### src/hdl/mcbp_pkg.sv
// Shared package for the motor command byte parser.
// Holds the channel payload types, command codes and default constants.
// No dependencies; the core and the testbench refer to it.
`timescale 1ns / 1ps
`default_nettype none

package mcbp_pkg;

  // Default length of the speed table and the start byte after reset
  localparam int unsigned ForwardLenDefault = 32;
  localparam logic [7:0]  StartByteReset    = 8'd85;

  // Number of bytes in the gain reply (code, P gain, I gain)
  localparam int unsigned ReplyPiLen = 3;

  // Item kinds on the input channel
  localparam logic OP_RX_BYTE  = 1'b0;
  localparam logic OP_TX_READY = 1'b1;

  // Command codes
  localparam logic [7:0] CMD_SAVE       = 8'd1;
  localparam logic [7:0] CMD_LOAD       = 8'd2;
  localparam logic [7:0] CMD_SEND_PI    = 8'd3;
  localparam logic [7:0] CMD_RECV_PI    = 8'd4;
  localparam logic [7:0] CMD_RECV_TABLE = 8'd5;
  localparam logic [7:0] CMD_SET_PWM    = 8'd6;
  localparam logic [7:0] CMD_SET_RPM    = 8'd7;
  localparam logic [7:0] CMD_SEND_TABLE = 8'd8;
  localparam logic [7:0] CMD_SAMPLE     = 8'd9;
  localparam logic [7:0] CMD_CLEAR      = 8'd10;

  // Input item: received byte or transmitter-ready event
  typedef struct packed {
    logic       opcode;
    logic [7:0] rx_byte;
  } in_item_t;

  // Result item
  typedef struct packed {
    logic        tx_valid;
    logic [7:0]  tx_byte;
    logic        save_pulse;
    logic        load_pulse;
    logic        sample_pulse;
    logic        pwm_override_on;
    logic [7:0]  pwm_override_value;
    logic        rpm_override_on;
    logic [15:0] rpm_override_value;
    logic [7:0]  gain_p_out;
    logic [7:0]  gain_i_out;
    logic        reply_busy;
  } out_item_t;

  // Configuration write data (start byte)
  typedef logic [7:0] cfg_item_t;

endpackage

`default_nettype wire

### src/hdl/mcbp_stream_if.sv
// Valid/ready channel interface used for input, result and configuration.
// The payload type is a parameter; types come from mcbp_pkg.
`timescale 1ns / 1ps
`default_nettype none

interface mcbp_stream_if #(
  parameter type T = logic [7:0]
);
  logic valid;
  logic ready;
  T     data;

  modport source (output valid, output data, input ready);
  modport sink   (input valid, input data, output ready);
endinterface

`default_nettype wire

### src/hdl/mcbp_out_buf.sv
// Two-entry result buffer: decouples the result channel from the parse stage.
// Its ready depends only on the count register, so no combinational path runs from out ready back.
// Depends on mcbp_stream_if.
`timescale 1ns / 1ps
`default_nettype none

module mcbp_out_buf #(
  parameter type T = logic [7:0]
) (
  input  wire logic     clk,
  input  wire logic     rst_n,
  input  wire logic     push_valid,
  output logic          push_ready,
  input  wire T         push_data,
  mcbp_stream_if.source out_if
);

  localparam logic [1:0] DEPTH = 2'd2;

  T           buf_mem [2];
  logic [1:0] cnt_r, cnt_nxt;
  logic       wr_ptr_r, rd_ptr_r;
  logic       push, pop;

  assign push_ready   = (cnt_r != DEPTH);
  assign out_if.valid = (cnt_r != 2'd0);
  assign out_if.data  = buf_mem[rd_ptr_r];

  assign push = push_valid && push_ready;
  assign pop  = out_if.valid && out_if.ready;

  // Occupancy
  always_comb begin
    cnt_nxt = cnt_r;
    if (push && !pop) begin
      cnt_nxt = cnt_r + 2'd1;
    end else if (pop && !push) begin
      cnt_nxt = cnt_r - 2'd1;
    end
  end

  // Pointers and count
  always_ff @(posedge clk) begin
    if (!rst_n) begin
      cnt_r    <= 2'd0;
      wr_ptr_r <= 1'b0;
      rd_ptr_r <= 1'b0;
    end else begin
      cnt_r <= cnt_nxt;
      if (push) begin
        wr_ptr_r <= ~wr_ptr_r;
      end
      if (pop) begin
        rd_ptr_r <= ~rd_ptr_r;
      end
    end
  end

  // Storage
  always_ff @(posedge clk) begin
    if (push) begin
      buf_mem[wr_ptr_r] <= push_data;
    end
  end

endmodule

`default_nettype wire

### src/hdl/motor_command_byte_parser_core.sv
// Motor command byte parser: takes received bytes and transmit-ready events,
// one per transfer, and returns exactly one result per input transfer. The
// block accepts one input transfer every clock cycle as long as the result side
// keeps up; each result passes through one parse stage register, then a
// two-entry output buffer, before it is presented on the output. Speed-table
// reads go through a synchronous memory port registered in the parse stage;
// each table entry has a valid bit cleared by reset, so no clearing pass is
// needed after reset. The start byte is written through the configuration
// channel, which is always ready. Depends on mcbp_pkg, mcbp_stream_if and
// mcbp_out_buf.
`timescale 1ns / 1ps
`default_nettype none

module motor_command_byte_parser_core #(
  parameter int unsigned FORWARD_LEN = mcbp_pkg::ForwardLenDefault
) (
  input  wire logic     clk,
  input  wire logic     rst_n,
  mcbp_stream_if.sink   in_if,
  mcbp_stream_if.source out_if,
  mcbp_stream_if.sink   cfg_if
);

  // Widths derived from the table length
  localparam int unsigned TBL_AW  = (FORWARD_LEN > 1) ? $clog2(FORWARD_LEN) : 1;
  localparam int unsigned POS_MAX = (FORWARD_LEN > mcbp_pkg::ReplyPiLen) ?
                                    FORWARD_LEN : mcbp_pkg::ReplyPiLen;
  localparam int unsigned POS_W   = $clog2(POS_MAX + 1);
  localparam int unsigned CNT_W   = $clog2(FORWARD_LEN + 1);

  localparam logic [POS_W-1:0] TBL_LEN_POS   = POS_W'(FORWARD_LEN);
  localparam logic [POS_W-1:0] PI_LEN_POS    = POS_W'(mcbp_pkg::ReplyPiLen);
  localparam logic [CNT_W-1:0] TBL_LEN_CNT   = CNT_W'(FORWARD_LEN);

  // Parser phases
  localparam logic [2:0] PH_IDLE  = 3'd0;
  localparam logic [2:0] PH_ARMED = 3'd1;
  localparam logic [2:0] PH_GAINS = 3'd2;
  localparam logic [2:0] PH_TABLE = 3'd3;
  localparam logic [2:0] PH_PWM   = 3'd4;
  localparam logic [2:0] PH_RPM   = 3'd5;

  // Configuration
  logic [7:0] start_byte_r;

  // Parser and reply state
  logic [2:0]       phase_r, phase_nxt;
  logic [CNT_W-1:0] cnt_r, cnt_nxt;
  logic             sending_r, sending_nxt;
  logic [POS_W-1:0] pos_r, pos_nxt;
  logic             from_tbl_r, from_tbl_nxt;
  logic [7:0]       words_r [3];
  logic [7:0]       words_nxt [3];
  logic [7:0]       gain_p_r, gain_p_nxt;
  logic [7:0]       gain_i_r, gain_i_nxt;
  logic [7:0]       pwm_r, pwm_nxt;
  logic [15:0]      rpm_r, rpm_nxt;
  logic             pwm_on_r, pwm_on_nxt;
  logic             rpm_on_r, rpm_on_nxt;

  // Speed table memory with per-entry valid bits
  logic [7:0]             tbl_mem [FORWARD_LEN];
  logic [FORWARD_LEN-1:0] tbl_vld_r;
  logic                   tbl_we;
  logic [TBL_AW-1:0]      tbl_waddr;
  logic [TBL_AW-1:0]      tbl_raddr;
  logic [7:0]             tbl_q_r;
  logic                   tbl_q_vld_r;

  // Parse stage
  logic                s1_valid_r;
  mcbp_pkg::out_item_t s1_item_r;
  logic                s1_tbl_sel_r;
  mcbp_pkg::out_item_t res;
  logic                res_tbl_sel;
  mcbp_pkg::out_item_t push_item;
  logic                buf_ready;
  logic                s1_push;

  logic       in_acc;
  logic       op;
  logic [7:0] rx_b;
  logic [POS_W-1:0] send_len;

  assign op       = in_if.data.opcode;
  assign rx_b     = in_if.data.rx_byte;
  assign s1_push  = s1_valid_r && buf_ready;
  assign in_if.ready = !s1_valid_r || buf_ready;
  assign in_acc   = in_if.valid && in_if.ready;
  assign send_len = from_tbl_r ? TBL_LEN_POS : PI_LEN_POS;
  assign tbl_waddr = cnt_r[TBL_AW-1:0];
  assign tbl_raddr = pos_r[TBL_AW-1:0];

  // Configuration write
  assign cfg_if.ready = 1'b1;

  always_ff @(posedge clk) begin
    if (!rst_n) begin
      start_byte_r <= mcbp_pkg::StartByteReset;
    end else if (cfg_if.valid) begin
      start_byte_r <= cfg_if.data;
    end
  end

  // Next state and result for the accepted item
  always_comb begin
    phase_nxt    = phase_r;
    cnt_nxt      = cnt_r;
    sending_nxt  = sending_r;
    pos_nxt      = pos_r;
    from_tbl_nxt = from_tbl_r;
    words_nxt    = words_r;
    gain_p_nxt   = gain_p_r;
    gain_i_nxt   = gain_i_r;
    pwm_nxt      = pwm_r;
    rpm_nxt      = rpm_r;
    pwm_on_nxt   = pwm_on_r;
    rpm_on_nxt   = rpm_on_r;
    tbl_we       = 1'b0;
    res_tbl_sel  = 1'b0;
    res          = '0;

    if (in_acc) begin
      if (op == mcbp_pkg::OP_TX_READY) begin
        // Reply transmitter asks for the next byte
        if (sending_r) begin
          if (pos_r < send_len) begin
            res.tx_valid = 1'b1;
            if (from_tbl_r) begin
              res_tbl_sel = 1'b1;
            end else begin
              res.tx_byte = words_r[pos_r[1:0]];
            end
            pos_nxt = pos_r + 1'b1;
          end else begin
            sending_nxt = 1'b0;
          end
        end
      end else begin
        unique case (phase_r)
          PH_IDLE: begin
            if (rx_b == start_byte_r) begin
              phase_nxt = PH_ARMED;
            end
          end
          PH_ARMED: begin
            phase_nxt = PH_IDLE;
            unique case (rx_b)
              mcbp_pkg::CMD_SAVE:   res.save_pulse = 1'b1;
              mcbp_pkg::CMD_LOAD:   res.load_pulse = 1'b1;
              mcbp_pkg::CMD_SEND_PI: begin
                if (!sending_r) begin
                  words_nxt[0] = mcbp_pkg::CMD_SEND_PI;
                  words_nxt[1] = gain_p_r;
                  words_nxt[2] = gain_i_r;
                  from_tbl_nxt = 1'b0;
                  pos_nxt      = '0;
                  sending_nxt  = 1'b1;
                end
              end
              mcbp_pkg::CMD_RECV_PI: begin
                phase_nxt = PH_GAINS;
                cnt_nxt   = '0;
              end
              mcbp_pkg::CMD_RECV_TABLE: begin
                phase_nxt = PH_TABLE;
                cnt_nxt   = '0;
              end
              mcbp_pkg::CMD_SET_PWM: begin
                phase_nxt = PH_PWM;
                cnt_nxt   = '0;
              end
              mcbp_pkg::CMD_SET_RPM: begin
                phase_nxt = PH_RPM;
                cnt_nxt   = '0;
              end
              mcbp_pkg::CMD_SEND_TABLE: begin
                if (!sending_r) begin
                  from_tbl_nxt = 1'b1;
                  pos_nxt      = '0;
                  sending_nxt  = 1'b1;
                end
              end
              mcbp_pkg::CMD_SAMPLE: res.sample_pulse = 1'b1;
              mcbp_pkg::CMD_CLEAR: begin
                pwm_on_nxt = 1'b0;
                rpm_on_nxt = 1'b0;
              end
              default: ;
            endcase
          end
          PH_GAINS: begin
            if (cnt_r == '0) begin
              gain_p_nxt = rx_b;
            end else begin
              if (cnt_r == CNT_W'(1)) begin
                gain_i_nxt = rx_b;
              end
              phase_nxt = PH_IDLE;
            end
            cnt_nxt = cnt_r + 1'b1;
          end
          PH_TABLE: begin
            // The byte after the last table entry is dropped
            if (cnt_r < TBL_LEN_CNT) begin
              tbl_we  = 1'b1;
              cnt_nxt = cnt_r + 1'b1;
            end else begin
              phase_nxt = PH_IDLE;
            end
          end
          PH_PWM: begin
            if (cnt_r == '0) begin
              pwm_nxt    = rx_b;
              pwm_on_nxt = 1'b1;
              rpm_on_nxt = 1'b0;
            end
            phase_nxt = PH_IDLE;
            cnt_nxt   = cnt_r + 1'b1;
          end
          PH_RPM: begin
            // High byte first; low byte completes the value
            if (cnt_r == '0) begin
              rpm_on_nxt = 1'b0;
              pwm_on_nxt = 1'b0;
              rpm_nxt    = {rx_b, 8'h00};
            end else begin
              if (cnt_r == CNT_W'(1)) begin
                rpm_nxt    = {rpm_r[15:8], rx_b};
                rpm_on_nxt = 1'b1;
              end
              phase_nxt = PH_IDLE;
            end
            cnt_nxt = cnt_r + 1'b1;
          end
          default: phase_nxt = PH_IDLE;
        endcase
      end
    end

    // Status fields show the state after the item
    res.pwm_override_on    = pwm_on_nxt;
    res.pwm_override_value = pwm_nxt;
    res.rpm_override_on    = rpm_on_nxt;
    res.rpm_override_value = rpm_nxt;
    res.gain_p_out         = gain_p_nxt;
    res.gain_i_out         = gain_i_nxt;
    res.reply_busy         = sending_nxt;
  end

  // State registers
  always_ff @(posedge clk) begin
    if (!rst_n) begin
      phase_r    <= PH_IDLE;
      cnt_r      <= '0;
      sending_r  <= 1'b0;
      pos_r      <= '0;
      from_tbl_r <= 1'b0;
      words_r    <= '{default: 8'h00};
      gain_p_r   <= 8'h00;
      gain_i_r   <= 8'h00;
      pwm_r      <= 8'h00;
      rpm_r      <= 16'h0000;
      pwm_on_r   <= 1'b0;
      rpm_on_r   <= 1'b0;
    end else begin
      phase_r    <= phase_nxt;
      cnt_r      <= cnt_nxt;
      sending_r  <= sending_nxt;
      pos_r      <= pos_nxt;
      from_tbl_r <= from_tbl_nxt;
      words_r    <= words_nxt;
      gain_p_r   <= gain_p_nxt;
      gain_i_r   <= gain_i_nxt;
      pwm_r      <= pwm_nxt;
      rpm_r      <= rpm_nxt;
      pwm_on_r   <= pwm_on_nxt;
      rpm_on_r   <= rpm_on_nxt;
    end
  end

  // Speed table: one write port, one registered read port
  always_ff @(posedge clk) begin
    if (tbl_we) begin
      tbl_mem[tbl_waddr] <= rx_b;
    end
    if (in_acc) begin
      tbl_q_r <= tbl_mem[tbl_raddr];
    end
  end

  // Entry valid bits; an unwritten entry reads as zero
  always_ff @(posedge clk) begin
    if (!rst_n) begin
      tbl_vld_r   <= '0;
      tbl_q_vld_r <= 1'b0;
    end else begin
      if (tbl_we) begin
        tbl_vld_r[tbl_waddr] <= 1'b1;
      end
      if (in_acc) begin
        tbl_q_vld_r <= tbl_vld_r[tbl_raddr];
      end
    end
  end

  // Parse stage register
  always_ff @(posedge clk) begin
    if (!rst_n) begin
      s1_valid_r <= 1'b0;
    end else if (in_acc) begin
      s1_valid_r <= 1'b1;
    end else if (s1_push) begin
      s1_valid_r <= 1'b0;
    end
  end

  always_ff @(posedge clk) begin
    if (in_acc) begin
      s1_item_r    <= res;
      s1_tbl_sel_r <= res_tbl_sel;
    end
  end

  // Merge the table read data into the result
  always_comb begin
    push_item = s1_item_r;
    if (s1_tbl_sel_r) begin
      push_item.tx_byte = tbl_q_vld_r ? tbl_q_r : 8'h00;
    end
  end

  mcbp_out_buf #(
    .T (mcbp_pkg::out_item_t)
  ) u_out_buf (
    .clk        (clk),
    .rst_n      (rst_n),
    .push_valid (s1_valid_r),
    .push_ready (buf_ready),
    .push_data  (push_item),
    .out_if     (out_if)
  );

`ifndef SYNTHESIS
  // The two overrides are never active together
  a_override_excl: assert property (@(posedge clk) disable iff (!rst_n)
    !(pwm_on_r && rpm_on_r))
    else $error("pwm and rpm overrides both active");

  // Reply position never runs past the reply length
  a_pos_bound: assert property (@(posedge clk) disable iff (!rst_n)
    sending_r |-> (pos_r <= send_len))
    else $error("reply position beyond reply length");

  // Table fill count stays within the table
  a_cnt_bound: assert property (@(posedge clk) disable iff (!rst_n)
    (phase_r == PH_TABLE) |-> (cnt_r <= TBL_LEN_CNT))
    else $error("table fill count out of range");

  // At most one request pulse per result
  a_pulse_excl: assert property (@(posedge clk) disable iff (!rst_n)
    s1_valid_r |-> $onehot0({s1_item_r.save_pulse, s1_item_r.load_pulse,
                             s1_item_r.sample_pulse}))
    else $error("more than one request pulse in a result");

  // An emitted reply byte leaves the reply still in progress
  a_tx_busy: assert property (@(posedge clk) disable iff (!rst_n)
    (s1_valid_r && s1_item_r.tx_valid) |-> s1_item_r.reply_busy)
    else $error("reply byte emitted while reply not busy");

  // A table byte is only selected for an emitted byte
  a_tbl_sel: assert property (@(posedge clk) disable iff (!rst_n)
    (s1_valid_r && s1_tbl_sel_r) |-> s1_item_r.tx_valid)
    else $error("table byte selected without tx_valid");
`endif

endmodule

`default_nettype wire

### src/flat_wrapper.sv
// flat-port wrapper written by rule: the top's interface ports become plain ports
module motor_command_byte_parser_core_flat 
#(
  parameter int unsigned FORWARD_LEN = mcbp_pkg::ForwardLenDefault
)
  (clk, rst_n, in_if_valid, in_if_data, in_if_ready, out_if_valid, out_if_data, out_if_ready, cfg_if_valid, cfg_if_data, cfg_if_ready);
  mcbp_stream_if #(.T(mcbp_pkg::in_item_t)) in_if_i ();
  mcbp_stream_if #(.T(mcbp_pkg::out_item_t)) out_if_i ();
  mcbp_stream_if #(.T(mcbp_pkg::cfg_item_t)) cfg_if_i ();
  input  wire logic clk;
  input  wire logic rst_n;
  input wire logic [$bits(in_if_i.valid)-1:0] in_if_valid;
  input wire logic [$bits(in_if_i.data)-1:0] in_if_data;
  output wire logic [$bits(in_if_i.ready)-1:0] in_if_ready;
  output wire logic [$bits(out_if_i.valid)-1:0] out_if_valid;
  output wire logic [$bits(out_if_i.data)-1:0] out_if_data;
  input wire logic [$bits(out_if_i.ready)-1:0] out_if_ready;
  input wire logic [$bits(cfg_if_i.valid)-1:0] cfg_if_valid;
  input wire logic [$bits(cfg_if_i.data)-1:0] cfg_if_data;
  output wire logic [$bits(cfg_if_i.ready)-1:0] cfg_if_ready;
  assign in_if_i.valid = in_if_valid;
  assign in_if_i.data = in_if_data;
  assign in_if_ready = in_if_i.ready;
  assign out_if_valid = out_if_i.valid;
  assign out_if_data = out_if_i.data;
  assign out_if_i.ready = out_if_ready;
  assign cfg_if_i.valid = cfg_if_valid;
  assign cfg_if_i.data = cfg_if_data;
  assign cfg_if_ready = cfg_if_i.ready;
  motor_command_byte_parser_core #(.FORWARD_LEN(FORWARD_LEN)) u_core (.clk(clk), .rst_n(rst_n), .in_if(in_if_i), .out_if(out_if_i), .cfg_if(cfg_if_i));
endmodule
### config.mk
export PLATFORM = sky130hd
export DESIGN_NAME = motor_command_byte_parser_core_flat
export DESIGN_NICKNAME = d
export VERILOG_FILES = /design/src/hdl/mcbp_pkg.sv /design/src/hdl/mcbp_stream_if.sv /design/src/hdl/mcbp_out_buf.sv /design/src/hdl/motor_command_byte_parser_core.sv /design/src/flat_wrapper.sv
export SDC_FILE = /design/constraint.sdc
export NUM_CORES = 1
export LEC_CHECK = 0
export BUFFER_PORTS_ARGS = -buffer_cell sky130_fd_sc_hd__buf_2
export CELL_PAD_IN_SITES_DETAIL_PLACEMENT = 0
export CELL_PAD_IN_SITES_GLOBAL_PLACEMENT = 1
export CORE_ASPECT_RATIO = 0.9
export CORE_MARGIN = 1.5
export CORE_UTILIZATION = 48
export DETAILED_ROUTE_END_ITERATION = 6
export MAX_ROUTING_LAYER = met4
export PLACE_DENSITY_LB_ADDON = 0.1
export SLEW_MARGIN = 30
export SYNTH_ARGS = -nofsm -noshare
export SYNTH_HDL_FRONTEND = slang
export SYNTH_SLANG_ARGS = --single-unit
export TNS_END_PERCENT = 1
### constraint.sdc
create_clock -name clk -period 3.8 [get_ports clk]
set_clock_uncertainty 0.05 [all_clocks]
set_input_delay 0.95 -clock clk [delete_from_list [all_inputs] [get_ports clk]]
set_output_delay 0.95 -clock clk [all_outputs]
set_load 0.01 [all_outputs]
==> results of run 1 <==
==> flip-flops by register name, summed over array words and instances (netlist names), 2 cells and up, named ones only <==
register / flops
u_core.s1_item_r: 8
u_core.pos_r: 6
u_core.words_r: 17
u_core.tbl_q_r: 8
u_core.start_byte_r: 8
u_core.gain_p_r: 8
u_core.push_item: 47
u_core.u_out_buf.cnt_r: 2
u_core.phase_r: 3
u_core.cnt_r: 6
u_core.u_out_buf.buf_mem: 110
u_core.tbl_vld_r: 32
u_core.rpm_r: 16
u_core.pwm_r: 8
u_core.gain_i_r: 8
u_core.tbl_mem: 256
==> worst paths after layout <==
kind	start	endpoint	slack [ns]	cells after the start
hold / removal	u_core.push_item[8]$_DFFE_PP_	u_core.u_out_buf.buf_mem[1][8]$_DFFE_PP_	0.39	0
setup / recovery	register	out_if_data[47]	0.68	3
hold reg to reg	u_core.push_item[8]$_DFFE_PP_	u_core.u_out_buf.buf_mem[1][8]$_DFFE_PP_	0.39	0
setup reg to reg	u_core.cnt_r[3]$_SDFFE_PN0P_	u_core.gain_i_r[2]$_SDFF_PN0_	0.74	5
==> power groups by stage <==
stage / registers (mW) / clock network (mW) / logic [mW]
detailed placement: 7.00 / 0 / 1.09
finish: 6.86 / 5.33 / 1.06
global placement: 6.99 / 0 / 1.08
global route: 6.89 / 5.68 / 1.15
CTS: 6.87 / 5.45 / 1.09
floorplan: 6.92 / 0 / 0.669
==> layer usage <==
| metal | wire length, microns | vias up | GRT usage |
|---|---|---|---|
| met5 | 0 | - | - |
| met4 | 1060 | 0 | 0.0676 |
| met3 | 2890 | 70 | 0.0354 |
| met2 | 21300 | 316 | 0.314 |
| met1 | 22700 | 5734 | 0.331 |
| li1 | - | 5038 | - |
==> worst max-delay path, cell delays in order (launching register included) <==
cell and delay (ns):
dfxtp_2 0.72, buf_12 0.26, mux2_2 0.36, buf_2 0.14
==> logic make-up after synthesis <==
kind of cell	Yosys count
other	1
adders and majority gates	8
DFF	553
buffers and inverters	94
xor gates and xnor gates	16
AOI/OAI and AO/OA	103
and+or+nand+nor	240
muxes	217
==> layout by cell type, fill, tap and decap left out, types with 5 or more instances in the layout <==
cell | synthesis | routed
a21oi_1 | 15 | 15
buf_4 | 1 | 65
clkbuf_16 | 0 | 59
edfxtp_1 | 430 | 430
clkbuf_1 | 47 | 26
o21a_1 | 33 | 33
nor4_1 | 10 | 9
nand2b_1 | 6 | 6
and2_1 | 42 | 42
ha_1 | 8 | 8
nor3_1 | 5 | 5
inv_1 | 23 | 23
xor2_1 | 7 | 7
clkinv_2 | 0 | 6
nand3b_1 | 6 | 6
nand2_1 | 34 | 34
o21ai_0 | 19 | 19
nor2_1 | 85 | 84
a22oi_1 | 6 | 6
or3_1 | 5 | 5
mux4_2 | 86 | 86
xnor2_1 | 9 | 9
buf_2 | 6 | 78
nand3_1 | 13 | 13
mux2i_1 | 33 | 33
clkbuf_8 | 0 | 13
mux2_4 | 16 | 16
dfxtp_1 | 123 | 120
mux2_2 | 82 | 82
==> per-stage QoR <==
step,std cells,cell area (sq um),hold WS (ns)
floorplan,1232,21500,0.371
global placement,1908,22900,0.373
detailed placement,1909,22900,0.382
CTS,2015,24700,0.395
global route,2015,24700,0.399
finish,2015,24700,0.393
==> final cells by class <==
class	instances	share of cell area
inverter	24	0.00370
sequential	553	0.624
clock inverter	8	0.00203
timing repair buffer	147	0.0388
clock buffer	98	0.0711
multi-input combinational	585	0.230
tap	600	0.0304
==> flow_summary_export.csv, run 1 <==
group,metric,value,unit
clock_network,cts.sinks,553,
floorplanning,io-pin-count,80,
floorplanning,core-area,0.0441,sq mm
floorplanning,rows,73,
critical_path,critical_path_required,2.80,ns
placed_design,io_buffer_count,78,
synthesis,synth_area_leaders,"edfxtp_1 (60%), dfxtp_1 (11%), mux4_2 (9.0%), mux2_2 (4.3%), mux2i_1 (1.5%)",
synthesis,synth_area_per_cell,17.4,sq um
finish,multi_input_area,0.00568,sq mm
pwr,power_density,537,mW/mm^2
timing,setup_ws,0.683,ns
timing,setup_viol,0,
placed_design,dpl.hpwl,30600,microns
synthesis,synthAdderAreaFrac,0.00467,
clock_network,cts_root_buf,"clkbuf_16",
drt,wire_per_inst,23.8,microns
pwr,p_seq_frac,0.518,
synthesis,netlist_instances,1232,
global_route,grt_start_max_net_pins,53,
outcome,status,"finished, final reports clean",
clock_network,htree_levels,2,
synthesis,synthFlopType,"edfxtp_1",
synthesis,yosys-top-cells-count,"edfxtp_1 (430), dfxtp_1 (123), mux4_2 (86)",
finish,antenna_cells,0,
finish,area_growth,15.0,%
synthesis,ys_ff_latch,553,
pwr,ir_drop,0.422,mV
floorplanning,die_w,226,microns
clock_network,cts_buffers,56,
critical_path,cp-end-kind,"output pin",
synthesis,yosysSeqAreaShare,0.717,
finish,final_nets,1397,
drt,first_pass_iters,5,
pwr,cellLeakagePower,8.45,nW
run,cap_violations,0,
floorplanning,die_area,0.0460,sq mm
critical_path,critPathKind,"reg -> out",
timing,drv_slew,0,
drt,drt-initial-drc-count,758,
drt,drcViolationCount,0,
synthesis,synth_compound_area_frac,0.0332,
synthesis,synth_top_area_frac,0.602,
synthesis,synth_enable_flop_cells,430,
clock_network,clk_latency,0.61,ns
timing,worstMarginPinSlew,0.858,ns
synthesis,synth_top_family_by_area,"multiplexers",
synthesis,yosys.area.top_type,"edfxtp_1",
critical_path,start_kind,"register",
synthesis,ys_warn_count,0,
clock_network,path_clk_slew,0.06,ns
synthesis,synth_most_common_cell,"edfxtp_1",
synthesis,synth.net_count,1262,
pwr,switching_share,0.221,
timing,clock.fmax,321,MHz
finish,fill_cells,3491,
pwr,power,13.3,mW
synthesis,synthXorXnorAreaFrac,0.00653,
placed_design,place_congestion,0.783,
synthesis,synthArstFlopShare,0,
clock_network,cts_max_path_buffers,3,
drt,routed_wl,48000,microns
floorplanning,die_h,204,microns
pwr,comb_power_share,0.080,
clock_network,hold_buffers,0,
timing,period_needed,3.12,ns
clock_network,post_cts_buffers,0,
drt,antenna_left,0,
critical_path,crit_arrival,2.12,ns
timing,fin_crit_sh,0.820,
drt,vias_per_cell,5.54,
pwr,p_sw,2.93,mW
global_route,grt_pass1_vias,11200,
global_route,grt_first_pass_wirelength,72000,microns
global_route,grt_usage,0.222,
synthesis,muxShareOfSynthArea,0.160,
timing,setup_tns,0,ns
pwr,p_int,10.3,mW
drt,num_vias,11200,
pwr,pwr-share-clk,0.402,
synthesis,synthesis.area,0.0215,sq mm
clock_network,cts_tree,"done",
finish,utilization,0.559,
critical_path,crit_fanout,24,
timing,finalHoldViolations,0,
timing,rsz0062_at_grt,"false",
finish,ff_latch_area,0.0154,sq mm
synthesis,synth_simple_gate_area_frac,0.0597,
finish,drive_above_1_share,0.304,
min_path,hp-class,"reg -> reg",
floorplanning,initial_core_util,0.486,
global_route,grt.overflow.total,0,
clock_network,cts_resized,0,
timing,max_slew_margin,0.428,
placed_design,dp_slack,0.533,ns
global_route,antenna_found_initial,0,
synthesis,synth_cell_types,70,
(Power assumes the default switching activity.)
==> run 2: changes to the inputs <==
ABC_AREA = 1   (was default)
CORE_UTILIZATION = 50   (was 48)
clock period = 3.15 ns   (was 3.8 ns; I/O delays follow)
==> run 2 against run 1 <==
Net effect: synthesized area up 0.40%; count of clock-buffer cells in the layout down 36; register-to-register slack better by 0.02 ns; die area down 3.6%; sequential power up 20%; cell area down 0.49%; routed wire length up 5.3%; critical path type unchanged.
==> flow_summary_export.csv, run 2 <==
group,metric,value,unit
floorplanning,io-pin-count,80,
floorplanning,die_area,0.0443,sq mm
synthesis,synth_top_area_frac,0.599,
critical_path,r2r_setup_slack,0.76,ns
finish,drive_above_1_share,0.165,
global_route,grt_first_pass_wirelength,76800,microns
timing,worstMarginPinSlew,0.700,ns
timing,setup_tns,0,ns
clock_network,clk_latency,0.62,ns
clock_network,cts.sinks,553,
timing,setup_viol,0,
clock_network,htree_levels,2,
timing,rsz0062_at_grt,"false",
finish,area_growth,14.0,%
placed_design,dpl.hpwl,32900,microns
floorplanning,core-area,0.0421,sq mm
timing,finalHoldViolations,0,
synthesis,synth_cell_types,38,
global_route,grt_pass1_vias,13200,
drt,vias_per_cell,5.41,
placed_design,dp_slack,0.610,ns
finish,final_common_cell,"edfxtp_1",
critical_path,critPathKind,"reg -> out",
critical_path,crit_arrival,1.82,ns
global_route,grt.overflow.total,0,
min_path,hp-class,"in -> reg",
drt,drt-initial-drc-count,1100,
finish,utilization,0.583,
synthesis,yosys.area.top_type,"edfxtp_1",
critical_path,max_stage_delay,0.40,ns
clock_network,cts_max_path_buffers,3,
synthesis,ys_ff_latch,553,
floorplanning,die_w,222,microns
pwr,power_density,657,mW/mm^2
floorplanning,rows,71,
drt,first_pass_iters,5,
critical_path,crit_chain,"buf_12 > mux2_2 > buf_2",
timing,fin_crit_sh,0.843,
critical_path,slowest_stage,"mux2_2",
timing,max_slew_margin,0.528,
clock_network,hold_buffers,0,
synthesis,synthFlopType,"edfxtp_1",
outcome,status,"finished, final reports clean",
critical_path,crit_end,"out_if_data[30]",
run,cap_violations,0,
placed_design,place_congestion,0.868,
global_route,antenna_found_initial,1,
synthesis,synthArstFlopShare,0,
critical_path,start_kind,"register",
pwr,ir_drop,0.490,mV
finish,largest_register_ff_count,256,
clock_network,cts_buffers,54,
pwr,cellLeakagePower,9.46,nW
clock_network,post_cts_buffers,0,
clock_network,path_clk_slew,0.06,ns
placed_design,io_buffer_count,78,
clock_network,cts_tree,"done",
finish,final_nets,1920,
critical_path,cp-end-kind,"output pin",
critical_path,critical_path_required,2.31,ns
synthesis,synth.net_count,1813,
critical_path,worst_r2r_path_depth,8,
critical_path,crit_fanout,55,
floorplanning,die_h,200,microns
synthesis,ys_warn_count,0,
clock_network,cts_resized,0,
critical_path,reg2reg_to,"u_core.tbl_q_r[4]$_DFFE_PP_",
drt,num_vias,13400,
synthesis,synth_most_common_cell,"edfxtp_1",
global_route,grt_usage,0.237,
finish,final_cell_mix,"edfxtp_1 (430), nand2_1 (370), nor2_1 (177)",
synthesis,yosysSeqAreaShare,0.714,
synthesis,yosys-top-cells-count,"edfxtp_1 (430), nand2_1 (370), nor2_1 (179)",
timing,clock.fmax,376,MHz
synthesis,synthesis.area,0.0215,sq mm
global_route,grt_start_max_net_pins,56,
synthesis,synth_area_leaders,"edfxtp_1 (60%), dfxtp_1 (11%), nand2_1 (6.4%), a22oi_1 (4.5%), nor2_1 (3.1%)",
drt,drcViolationCount,0,
finish,largest-register,"u_core.tbl_mem",
pwr,power,16.1,mW
synthesis,synth_enable_flop_cells,430,
timing,setup_ws,0.493,ns
timing,period_needed,2.66,ns
drt,antenna_left,0,
timing,drv_slew,0,
floorplanning,initial_core_util,0.512,
critical_path,r2r-start,"u_core.pos_r[1]$_SDFFE_PN0P_",
synthesis,netlist_instances,1783,
clock_network,cts_root_buf,"clkbuf_16",
drt,routed_wl,50500,microns
drt,wire_per_inst,20.3,microns
synthesis,synth_area_per_cell,12.1,sq um
## run 2: worst min-delay path by stage
| stage | from | to | slack (ns) | depth (start not counted) |
|---|---|---|---|---|
| floorplan | u_core.push_item[0]$_DFFE_PP_ | u_core.u_out_buf.buf_mem[0][0]$_DFFE_PP_ | 0.37 | 0 |
| CTS | cfg_if_data[4] | u_core.start_byte_r[4]$_SDFFE_PN1P_ | 0.32 | 3 |
| detailed placement | u_core.push_item[19]$_DFFE_PP_ | u_core.u_out_buf.buf_mem[0][19]$_DFFE_PP_ | 0.38 | 0 |
| global placement | u_core.push_item[45]$_SDFFCE_PP0P_ | u_core.u_out_buf.buf_mem[0][45]$_DFFE_PP_ | 0.38 | 0 |
| global route | cfg_if_data[4] | u_core.start_byte_r[4]$_SDFFE_PN1P_ | 0.34 | 3 |
| finish | cfg_if_data[4] | u_core.start_byte_r[4]$_SDFFE_PN1P_ | 0.34 | 3 |
## run 2: final cells by class
class | count | area, sq um
Antenna cell | 2 | 5.00
Clock buffer | 62 | 1400
Clock inverter | 40 | 430
Fill cell | 3450 | 17600
Inverter | 146 | 548
Multi-Input combinational cell | 1014 | 5300
Sequential cell | 553 | 15400
Tap cell | 547 | 684
Timing Repair Buffer | 121 | 801
## run 2: kinds of logic (layout without fill, tap and decap cells)
kind of cell,Yosys count,after routing,share of synthesized area
AO/OA/AOI/OAI,275,275,0.0793
XOR/XNOR,11,11,0.00447
adder cells (fa/ha/maj),8,8,0.00465
buffers and inverters,216,369,0.0412
flip-flops,553,553,0.714
multiplexers,55,55,0.0288
other,1,3,0.000174
AND/OR/NAND/NOR,664,664,0.128
## run 2: critical path: cells and delay by family (launching register included)
family	cells	cell delay, ns
buffers and inverters	2	0.40
muxes	1	0.40
DFF	1	0.34
## run 2: routing by layer
metal,vias up,share of wire,track usage
li1,6435,-,-
met1,6573,0.47,0.332
met2,359,0.46,0.363
met3,65,0.059,0.0422
met4,0,0.017,0.0581
met5,-,0,-
## run 2: metrics by stage
stage,hold slack [ns],std cells,instance area (sq um)
after global placement,0.375,2381,22700
final,0.340,2485,24500
after global routing,0.343,2484,24500
after floorplan,0.371,1783,21500
after detailed placement,0.382,2381,22700
after CTS,0.317,2483,24500
## run 2: power breakdown
part | internal (mW) | switching, mW | total, mW
combinational | 0.526 | 0.806 | 1.33
sequential | 8.12 | 0.0902 | 8.21
clock | 3.79 | 2.79 | 6.58
